[src/hw/rtl/assert_macros.svh]
// Assertion macros shared by the half-step homing controller RTL.
// Depends on nothing; every user supplies aclk and aresetn in scope.
`ifndef ASSERT_MACROS_SVH
`define ASSERT_MACROS_SVH

// Same-cycle implication, checked outside reset.
`define SHHC_ASSERT_NOW(lbl, pre, post) \
    lbl: assert property (@(posedge aclk) disable iff (!aresetn) (pre) |-> (post)) \
        else $error("same-cycle check failed");

// Next-cycle implication, checked outside reset.
`define SHHC_ASSERT_NEXT(lbl, pre, post) \
    lbl: assert property (@(posedge aclk) disable iff (!aresetn) (pre) |=> (post)) \
        else $error("next-cycle check failed");

`endif

[src/hw/rtl/shhc_pkg.sv]
// Package for the half-step homing controller: payload and config structs,
// field codes, register indexes and the coil table. Depends on nothing.
package shhc_pkg;

    localparam int STEP_PHASES       = 8;
    localparam int PHASE_WIDTH       = $clog2(STEP_PHASES);
    localparam int COUNT_WIDTH_DEF   = 16;
    localparam int CFG_WIDTH         = 16;
    localparam int FIELD_CNT_WIDTH   = 16;

    localparam logic [CFG_WIDTH-1:0] HOMING_COUNT_RST = 16'd100;
    localparam logic [CFG_WIDTH-1:0] BASE_OPEN_RST    = 16'd20;

    // Config register indexes
    localparam logic REG_HOMING_COUNT = 1'b0;
    localparam logic REG_BASE_OPEN    = 1'b1;

    // Item kinds
    localparam logic [1:0] FUNC_TICK = 2'd0;
    localparam logic [1:0] FUNC_MOVE = 2'd1;
    localparam logic [1:0] FUNC_HOME = 2'd2;

    // Direction codes
    localparam logic [1:0] DIR_NONE  = 2'd0;
    localparam logic [1:0] DIR_OPEN  = 2'd1;
    localparam logic [1:0] DIR_CLOSE = 2'd2;

    typedef enum logic [1:0] {
        HP_NONE  = 2'd0,
        HP_CLOSE = 2'd1,
        HP_OPEN  = 2'd2
    } shhc_hphase_t;

    typedef struct packed {
        logic [1:0]                 func;
        logic [FIELD_CNT_WIDTH-1:0] step_count;
        logic [1:0]                 direction;
    } shhc_in_t;

    typedef struct packed {
        logic [3:0]             coil_pattern;
        logic [PHASE_WIDTH-1:0] phase_index;
        logic                   busy_res;
        logic                   homed;
    } shhc_out_t;

    typedef struct packed {
        logic [CFG_WIDTH-1:0] homing_step_count;
        logic [CFG_WIDTH-1:0] base_open_steps;
    } shhc_cfg_t;

    // Half-step order w1, w1+w2, w2, w2+w4, w4, w4+w3, w3, w3+w1
    function automatic logic [3:0] coil_lookup(input logic [PHASE_WIDTH-1:0] pos);
        logic [3:0] pat;
        unique case (pos)
            3'd0:    pat = 4'h1;
            3'd1:    pat = 4'h3;
            3'd2:    pat = 4'h2;
            3'd3:    pat = 4'hA;
            3'd4:    pat = 4'h8;
            3'd5:    pat = 4'hC;
            3'd6:    pat = 4'h4;
            default: pat = 4'h5;
        endcase
        return pat;
    endfunction

endpackage

[src/hw/rtl/shhc_core.sv]
// Motion state of the half-step homing controller: position, step counter,
// direction, homing phase and flags. Depends on shhc_pkg and assert_macros.svh.
module shhc_core #(
    parameter int COUNT_WIDTH = shhc_pkg::COUNT_WIDTH_DEF
) (
    input  logic              aclk,
    input  logic              aresetn,
    input  logic              item_en,
    input  shhc_pkg::shhc_in_t  item,
    input  shhc_pkg::shhc_cfg_t cfg,
    output shhc_pkg::shhc_out_t result
);
    import shhc_pkg::*;

    logic [PHASE_WIDTH-1:0] position_reg, position_next;
    logic [COUNT_WIDTH-1:0] steps_reg, steps_next;
    logic [1:0]             dir_reg, dir_next;
    logic                   active_reg, active_next;
    shhc_hphase_t           hphase_reg, hphase_next;
    logic                   homed_reg, homed_next;

    logic [PHASE_WIDTH-1:0] pos_stepped;
    logic [COUNT_WIDTH-1:0] steps_dec;

    always_comb begin
        unique case (dir_reg)
            DIR_OPEN:  pos_stepped = position_reg + PHASE_WIDTH'(1);
            DIR_CLOSE: pos_stepped = position_reg - PHASE_WIDTH'(1);
            default:   pos_stepped = position_reg;
        endcase
        steps_dec = (steps_reg != '0) ? steps_reg - COUNT_WIDTH'(1) : steps_reg;
    end

    always_comb begin
        position_next = position_reg;
        steps_next    = steps_reg;
        dir_next      = dir_reg;
        active_next   = active_reg;
        hphase_next   = hphase_reg;
        homed_next    = homed_reg;
        if (item_en) begin
            unique case (item.func)
                FUNC_TICK: begin
                    if (active_reg) begin
                        position_next = pos_stepped;
                        steps_next    = steps_dec;
                        if (steps_dec == '0) begin
                            unique case (hphase_reg)
                                HP_CLOSE: begin
                                    steps_next  = COUNT_WIDTH'(cfg.base_open_steps);
                                    dir_next    = DIR_OPEN;
                                    hphase_next = HP_OPEN;
                                end
                                HP_OPEN: begin
                                    hphase_next = HP_NONE;
                                    homed_next  = 1'b1;
                                    active_next = 1'b0;
                                end
                                default: begin
                                    dir_next    = DIR_NONE;
                                    active_next = 1'b0;
                                end
                            endcase
                        end
                    end
                end
                FUNC_MOVE: begin
                    steps_next  = COUNT_WIDTH'(item.step_count);
                    dir_next    = item.direction;
                    active_next = 1'b1;
                end
                FUNC_HOME: begin
                    hphase_next = HP_CLOSE;
                    steps_next  = COUNT_WIDTH'(cfg.homing_step_count);
                    dir_next    = DIR_CLOSE;
                    active_next = 1'b1;
                end
                default: ;
            endcase
        end
    end

    always_ff @(posedge aclk) begin
        if (!aresetn) begin
            position_reg <= '0;
            steps_reg    <= '0;
            dir_reg      <= DIR_NONE;
            active_reg   <= 1'b0;
            hphase_reg   <= HP_NONE;
            homed_reg    <= 1'b0;
        end else begin
            position_reg <= position_next;
            steps_reg    <= steps_next;
            dir_reg      <= dir_next;
            active_reg   <= active_next;
            hphase_reg   <= hphase_next;
            homed_reg    <= homed_next;
        end
    end

    // Result reflects the state after this item's update
    always_comb begin
        result.coil_pattern = coil_lookup(position_next);
        result.phase_index  = position_next;
        result.busy_res     = active_next;
        result.homed        = homed_next;
    end

`include "assert_macros.svh"
    `SHHC_ASSERT_NEXT(a_homed_sticky, homed_reg, homed_reg)
    `SHHC_ASSERT_NOW(a_idle_not_homing, !active_reg, hphase_reg == HP_NONE)
    `SHHC_ASSERT_NEXT(a_idle_tick_holds, item_en && item.func == FUNC_TICK && !active_reg,
        $stable(position_reg) && $stable(steps_reg))

endmodule

[src/hw/rtl/stepper_half_step_homing_ctrl.sv]
// Top level of the half-step homing controller: config registers, output
// register with skid stage, and the motion core. Depends on shhc_pkg,
// shhc_core and assert_macros.svh.
//
// Drives a four-winding unipolar stepper through the eight half-step
// positions. Each transfer on the s_ channel is a tick, a move request or a
// home request, and each one yields exactly one transfer on the m_ channel
// carrying the coil pattern, the position and the busy and homed flags after
// that item has taken effect. While s_ready is high the block takes one item
// per clock: the state update is a single short pass from the accepted item
// to the state and result registers, so the next item is accepted in the
// following cycle. An output register plus a one-entry skid stage keep
// s_ready high while a result waits; s_ready drops only when both are full.
// A result appears on m_ the cycle after its item is accepted when the
// output register is free; otherwise it waits in the skid stage until the
// result ahead of it leaves. Write homing_step_count (index 0) and
// base_open_steps (index 1) through the cfg port while no run is active.
module stepper_half_step_homing_ctrl #(
    parameter int COUNT_WIDTH = shhc_pkg::COUNT_WIDTH_DEF
) (
    input  logic                            aclk,
    input  logic                            aresetn,
    input  logic                            s_valid,
    output logic                            s_ready,
    input  shhc_pkg::shhc_in_t              s_data,
    output logic                            m_valid,
    input  logic                            m_ready,
    output shhc_pkg::shhc_out_t             m_data,
    input  logic                            cfg_we,
    input  logic                            cfg_index,
    input  logic [shhc_pkg::CFG_WIDTH-1:0]  cfg_wdata
);
    import shhc_pkg::*;

    shhc_cfg_t cfg_reg;
    shhc_out_t result;
    shhc_out_t m_data_reg, m_data_next;
    shhc_out_t skid_data_reg, skid_data_next;
    logic      m_valid_reg, m_valid_next;
    logic      skid_valid_reg, skid_valid_next;
    logic      s_accept;

    // Config: write straight into the selected register
    always_ff @(posedge aclk) begin
        if (!aresetn) begin
            cfg_reg.homing_step_count <= HOMING_COUNT_RST;
            cfg_reg.base_open_steps   <= BASE_OPEN_RST;
        end else if (cfg_we) begin
            unique case (cfg_index)
                REG_HOMING_COUNT: cfg_reg.homing_step_count <= cfg_wdata;
                REG_BASE_OPEN:    cfg_reg.base_open_steps   <= cfg_wdata;
                default: ;
            endcase
        end
    end

    // Accept whenever the skid stage is free
    assign s_ready  = !skid_valid_reg;
    assign s_accept = s_valid && s_ready;

    shhc_core #(
        .COUNT_WIDTH(COUNT_WIDTH)
    ) u_core (
        .aclk    (aclk),
        .aresetn (aresetn),
        .item_en (s_accept),
        .item    (s_data),
        .cfg     (cfg_reg),
        .result  (result)
    );

    // Output register fed from the skid first, then from the core;
    // park a fresh result in the skid while the output is stalled.
    always_comb begin
        m_valid_next    = m_valid_reg;
        m_data_next     = m_data_reg;
        skid_valid_next = skid_valid_reg;
        skid_data_next  = skid_data_reg;
        if (!m_valid_reg || m_ready) begin
            if (skid_valid_reg) begin
                m_valid_next    = 1'b1;
                m_data_next     = skid_data_reg;
                skid_valid_next = 1'b0;
            end else begin
                m_valid_next = s_accept;
                m_data_next  = result;
            end
        end else if (s_accept) begin
            skid_valid_next = 1'b1;
            skid_data_next  = result;
        end
    end

    always_ff @(posedge aclk) begin
        if (!aresetn) begin
            m_valid_reg    <= 1'b0;
            skid_valid_reg <= 1'b0;
        end else begin
            m_valid_reg    <= m_valid_next;
            skid_valid_reg <= skid_valid_next;
        end
    end

    // Payload holds without reset
    always_ff @(posedge aclk) begin
        m_data_reg    <= m_data_next;
        skid_data_reg <= skid_data_next;
    end

    assign m_valid = m_valid_reg;
    assign m_data  = m_data_reg;

`include "assert_macros.svh"
    `SHHC_ASSERT_NOW(a_skid_behind_out, skid_valid_reg, m_valid_reg)
    `SHHC_ASSERT_NEXT(a_stall_parks, s_accept && m_valid_reg && !m_ready,
        skid_valid_reg && m_valid_reg)
    `SHHC_ASSERT_NEXT(a_accept_shows, s_accept && !skid_valid_reg, m_valid_reg)

endmodule

[config.mk]
export PLATFORM = sky130hd
export DESIGN_NAME = stepper_half_step_homing_ctrl
export DESIGN_NICKNAME = d
export VERILOG_FILES = /design/src/hw/rtl/shhc_pkg.sv /design/src/hw/rtl/shhc_core.sv /design/src/hw/rtl/stepper_half_step_homing_ctrl.sv
export VERILOG_INCLUDE_DIRS = /design/src /design/src/hw/rtl
export SDC_FILE = /design/constraint.sdc
export NUM_CORES = 1
export LEC_CHECK = 0
export ABC_AREA = 1
export BUFFER_PORTS_ARGS = -buffer_cell sky130_fd_sc_hd__buf_4
export CORE_MARGIN = 4
export CORE_UTILIZATION = 55
export CTS_CLUSTER_DIAMETER = 30
export DETAILED_ROUTE_END_ITERATION = 10
export PLACE_DENSITY = 0.78
export SETUP_SLACK_MARGIN = 0.02
export SLEW_MARGIN = 20
export SYNTH_ARGS = -nofsm -noshare
export SYNTH_HDL_FRONTEND = slang
export SYNTH_SLANG_ARGS = --single-unit
export TNS_END_PERCENT = 20
[constraint.sdc]
create_clock -name aclk -period 3.3 [get_ports aclk]
set_clock_uncertainty 0.1 [all_clocks]
set_input_delay 0.33 -clock aclk [delete_from_list [all_inputs] [get_ports aclk]]
set_output_delay 0.33 -clock aclk [all_outputs]
set_load 0.05 [all_outputs]
* Yosys cells after proc, flatten, opt, wreduce, memory -nomap -nowiden *
Index checks and enable logic that the tools add are counted.

storage, ports and cells
  bits in registers = 77
  input bits = 42
  output and inout bits = 11
  logic and storage cells = 88

cells by class
  add/subtract/negate cells = 3
  equal/unequal tests = 16
  mux-type cells = 30
  bitwise gates (word level) = 3
  reductions and logical operators = 18

operators by type and width
  operator                 number
  $mux W16                 4
  $pmux W16 S3             1
  $pmux W4 S7              1
  $logic_not A16 Y1        1
  $reduce_bool A16 Y1      1
  $sub A16 B1 Y16 const B  1
  $pmux W2 S2              3
  $mux W1                  10
  $reduce_and A5 Y1        2
  $eq A3 B3 Y1 const B     3
  $mux W3                  3
  $mux W9                  1
  $mux W2                  4
  $eq A2 B1 Y1 const B     3
  $eq A2 B2 Y1 const B     3
  $eq A3 B2 Y1 const B     2
  $pmux W2 S3              1
  $pmux W3 S2              1
  $reduce_and A2 Y1        3
  $ne A2 B1 Y1 const B     2
  $reduce_or A2 Y1         2
  $add A3 B1 Y3 const B    1
  $eq A3 B1 Y1 const B     1
  $logic_not A3 Y1         1
  other kinds (12)         15

* Longest topological paths before layout *
  word-level depth = 8
  depth in mapped cells = 15
  depth with buffers taken out = 15

* Hierarchy *
From an unflattened synthesis, not the netlist that was laid out.

second synthesis, totals
  cells, all modules = 667
  area, all modules = 4571.9 um^2

modules (own cells, without submodules)
  module                         instances  cells an instance  area an instance (um^2)
  shhc_core                      1          440                2537.4
  stepper_half_step_homing_ctrl  1          227                2034.5

* Least setup slack after synthesis *
Ideal clock, no wire load.

  path kind = reg-to-reg
  start = reg u_core.dir_reg[0]
  end = reg m_data_reg (netlist bit m_data[5]), data pin
  setup time = 0.255 ns
  arrival = 1.802 ns
  data required time = 2.945 ns
  path slack = 1.143 ns
  cell stages (with the launch flop) = 13
  buffers on the path = 0
  clock period less this slack = 2.157 ns
  path through = dfxtp_1 > inv_1 > ha_1 > fa_1 > nor2_1 > nor3b_2 > or2_2 > nand2_1 > inv_1 > nand2_1 > o21ai_1 > nand2_1 > nand2_1

RTL lines
  item                    RTL line                              text
  from (decl)             shhc_core.sv:17                       logic [1:0] dir_reg, dir_next;
  from (signal assigned)  shhc_core.sv:94                       dir_reg <= dir_next;
  to (signal assigned)    stepper_half_step_homing_ctrl.sv:106  m_data_reg <= m_data_next;
  to (decl)               stepper_half_step_homing_ctrl.sv:37   shhc_out_t m_data_reg, m_data_next;

* Worst setup path in the final report *
  start = reg u_core.steps_reg[0]
  end = reg u_core.hphase_reg[1]

on the way
  cells in the longest elaborated chain, start to end = 5
  elaborated cells between the ends (all ways) = 6
  those cells by class = 1 x add/sub; 1 x eq/ne; 1 x mux; 3 x reduce/logical

ends and longest elaborated chain
  item                                                           RTL line         text
  from (decl)                                                    shhc_core.sv:16  logic [COUNT_WIDTH-1:0] steps_reg, steps_next;
  from (signal assigned)                                         shhc_core.sv:93  steps_reg <= steps_next;
  $sub A16 B1 Y16 / $reduce_bool A16 Y1 (equally long branches)  shhc_core.sv:31  steps_dec = (steps_reg != '0) ? steps_reg - COUNT_WIDTH'(1) : steps_reg;
  $mux W16 *                                                     shhc_core.sv:31
  $logic_not A16 Y1 *                                            shhc_core.sv:47  if (steps_dec == '0) begin
  $ne A2 B1 Y1 (no line) *                                       -
  $reduce_and A5 Y1 (no line) *                                  -
  to (signal assigned)                                           shhc_core.sv:96  hphase_reg <= hphase_next;
  to (decl)                                                      shhc_core.sv:19  shhc_hphase_t hphase_reg, hphase_next;

Mark *: on every way between the ends. The rest lies on a longest branch, timed or not.
A chain may end at the register's enable or synchronous reset.

==> impl_metrics.csv <==
group,metric,value,unit
status,status,"finished, final reports clean",
layout,largest_register_ffs,32,
sta,fmax,401,MHz
sta,fin_tns_setup,0,ns
clock_tree,cts.repair.resized,0,
placement,dp_hpwl,8310,um
synthesis,seq_area_frac_synth,0.392,
flow_run,maxCapViolations,0,
clock_tree,cts_tree,"done",
sta,worstMarginPinSlew,0.956,ns
synthesis,synth_seq_cells,77,
setup_path,arrival,2.63,ns
grt,grt.total_usage,0.241,
grt,gr-total-overflow,0,
placement,port_buffers,52,
placement,gp_congestion,0.955,
synthesis,synth_top_flop_cell,"dfxtp_1",
floorplanning,rows,32,
layout,final_common_cell,"nand2_1",
clock_tree,cts_root_buffer,"clkbuf_8",
grt,grt_pass1_wl,19000,um
floorplanning,die_area,9480,sq um
floorplanning,initial_utilization,0.566,
setup_path,cp-end-kind,"register",
floorplanning,pin_count,53,
drt,drtAntennaViolNets,0,
clock_tree,cts_hold_buf,0,
layout,diodes,0,
clock_tree,path_clk_slew,0.09,ns
sta,maxSlewHeadroom,0.360,
layout,syn_to_final_growth,13.7,%
drt,wl_per_cell,14.2,um
synthesis,ys_async_sr_fraction,0,
clock_tree,postCtsSetupBuffers,0,
placement,placed_cells,768,
synthesis,yosys_warnings,0,
layout,layout_common_cells,"nand2_1 (168), nor2_1 (94), dfxtp_1 (59)",
synthesis,synth-edff-count,18,
layout,final_nets,727,
setup_path,required,3.44,ns
drt,drtPass1Iterations,5,
sta,maxSlewViolCount,0,
grt,antenna_found_initial,0,
clock_tree,worstSkewPairLatency,0.37,ns
sta,finalSetupViolations,0,
drt,via_per_inst,5.52,
sta,rsz0062_at_grt,"no",
grt,grt_pass1_vias,4078,
synthesis,syn_area,4390,sq um
synthesis,synth_area_per_cell,6.90,sq um
drt,drt_iter0_drc,271,
synthesis,syn_inst,637,
clock_tree,clock-sinks,77,
setup_path,crit_path_max_fanout,19,
clock_tree,cts_made_buffers,9,
grt,grt_max_degree,34,
drt,vias,4324,
min_path,hp-class,"in2reg",
setup_path,reg2reg_setup_slack,0.81,ns
sta,hold_violations,0,
power_and_ir_drop,leakagePower,2.17,nW
power_and_ir_drop,vdd_drop_max,0.299,mV
floorplanning,chipHeight,97.4,um
floorplanning,fp.coreArea,7770,sq um
clock_tree,htree_levels,3,
setup_path,worstSetupPathType,"reg2reg",
synthesis,synth_cell_types,33,
power_and_ir_drop,powerDensity,552,nW/um^2
layout,post-route-util,0.643,
layout,drive_above_1_share,0.166,
synthesis,syn-num-nets,687,
clock_tree,ctsLongestPathBuffers,2,
drt,wirelength,11100,um
sta,fin_crit_sh,0.756,
power_and_ir_drop,power,2.76,mW
setup_path,cp-start-kind,"register",
sta,fin_crit,2.49,ns
layout,final_cells,784,
drt,drc,0,
floorplanning,die_w,97.4,um
-- routing by layer --
layer,part of all wire,GRT usage,wire length [um]
met1,0.45,0.324,4990
met2,0.47,0.387,5190
met3,0.067,0.0452,745
met4,0.020,0.0873,219
met5,0,0,0
-- power by group --
part	leakage (nW)	switching [mW]	internal [mW]	total, mW
Combinational	1.42	0.694	0.315	1.01
Sequential	0.670	0.0460	1.02	1.06
Clock	0.0842	0.404	0.282	0.686
-- per-stage QoR --
step | area (sq um) | setup WS (ns) | hold WS, ns
detailed placement | 4810 | 0.795 | 0.345
finish | 4990 | 0.807 | 0.0771
floorplan | 4390 | 1.14 | 0.329
global placement | 4810 | 0.898 | 0.339
global route | 4990 | 0.545 | 0.0803
CTS | 4990 | 0.824 | 0.0737
-- worst paths after layout --
path	from	endpoint	depth (start not counted)
setup reg to reg	u_core.steps_reg[0]	u_core.hphase_reg[1]	13
hold reg to reg	cfg_reg[18]	cfg_reg[18]	2
hold / removal	cfg_wdata[5]	cfg_reg[21]	3
setup / recovery	u_core.steps_reg[0]	u_core.hphase_reg[1]	13
-- area by class of cell --
class	instances	area, sq um
Clock buffer	9	124
Clock inverter	7	56.3
Fill cell	725	2770
Inverter	50	188
Multi-Input combinational cell	483	2360
Sequential cell	77	1720
Tap cell	102	128
Timing Repair Buffer	56	420
-- synthesized netlist by cell type, types with 3 or more instances --
cell / number / area share
inv_1: 49 / 0.042
nand4_1: 17 / 0.024
clkbuf_1: 21 / 0.018
o21ai_1: 4 / 0.0046
a221oi_1: 6 / 0.012
ha_1: 7 / 0.020
a21oi_2: 12 / 0.024
nand3_1: 44 / 0.050
edfxtp_1: 18 / 0.12
nor2_2: 7 / 0.010
o21ai_0: 56 / 0.064
dfxtp_1: 59 / 0.27
buf_6: 3 / 0.0077
nand2_1: 168 / 0.14
a21oi_1: 35 / 0.040
nor2_1: 94 / 0.080
nand2_2: 9 / 0.013
nor2_4: 7 / 0.018
-- cells by family after synthesis --
group / count (synthesis) / share of synthesized area
DFF: 77 / 0.392
AOI/OAI and AO/OA: 116 / 0.149
buffers and inverters: 77 / 0.0718
xor gates and xnor gates: 4 / 0.00797
and+or+nand+nor: 355 / 0.355
adders and majority gates: 8 / 0.0245
-- worst max-delay path: stages, from the launching register on --
cell	delay [ns]
dfxtp_1	0.34
inv_1	0.16
ha_1	0.21
nand2_1	0.06
nor2_1	0.12
nand2_2	0.21
nand2_1	0.20
nand2_1	0.11
nor2_4	0.31
nand3_2	0.17
nand2_2	0.14
nand2_1	0.08
nand2_1	0.08
a21oi_1	0.07
Power figures use the tool's default switching activity.
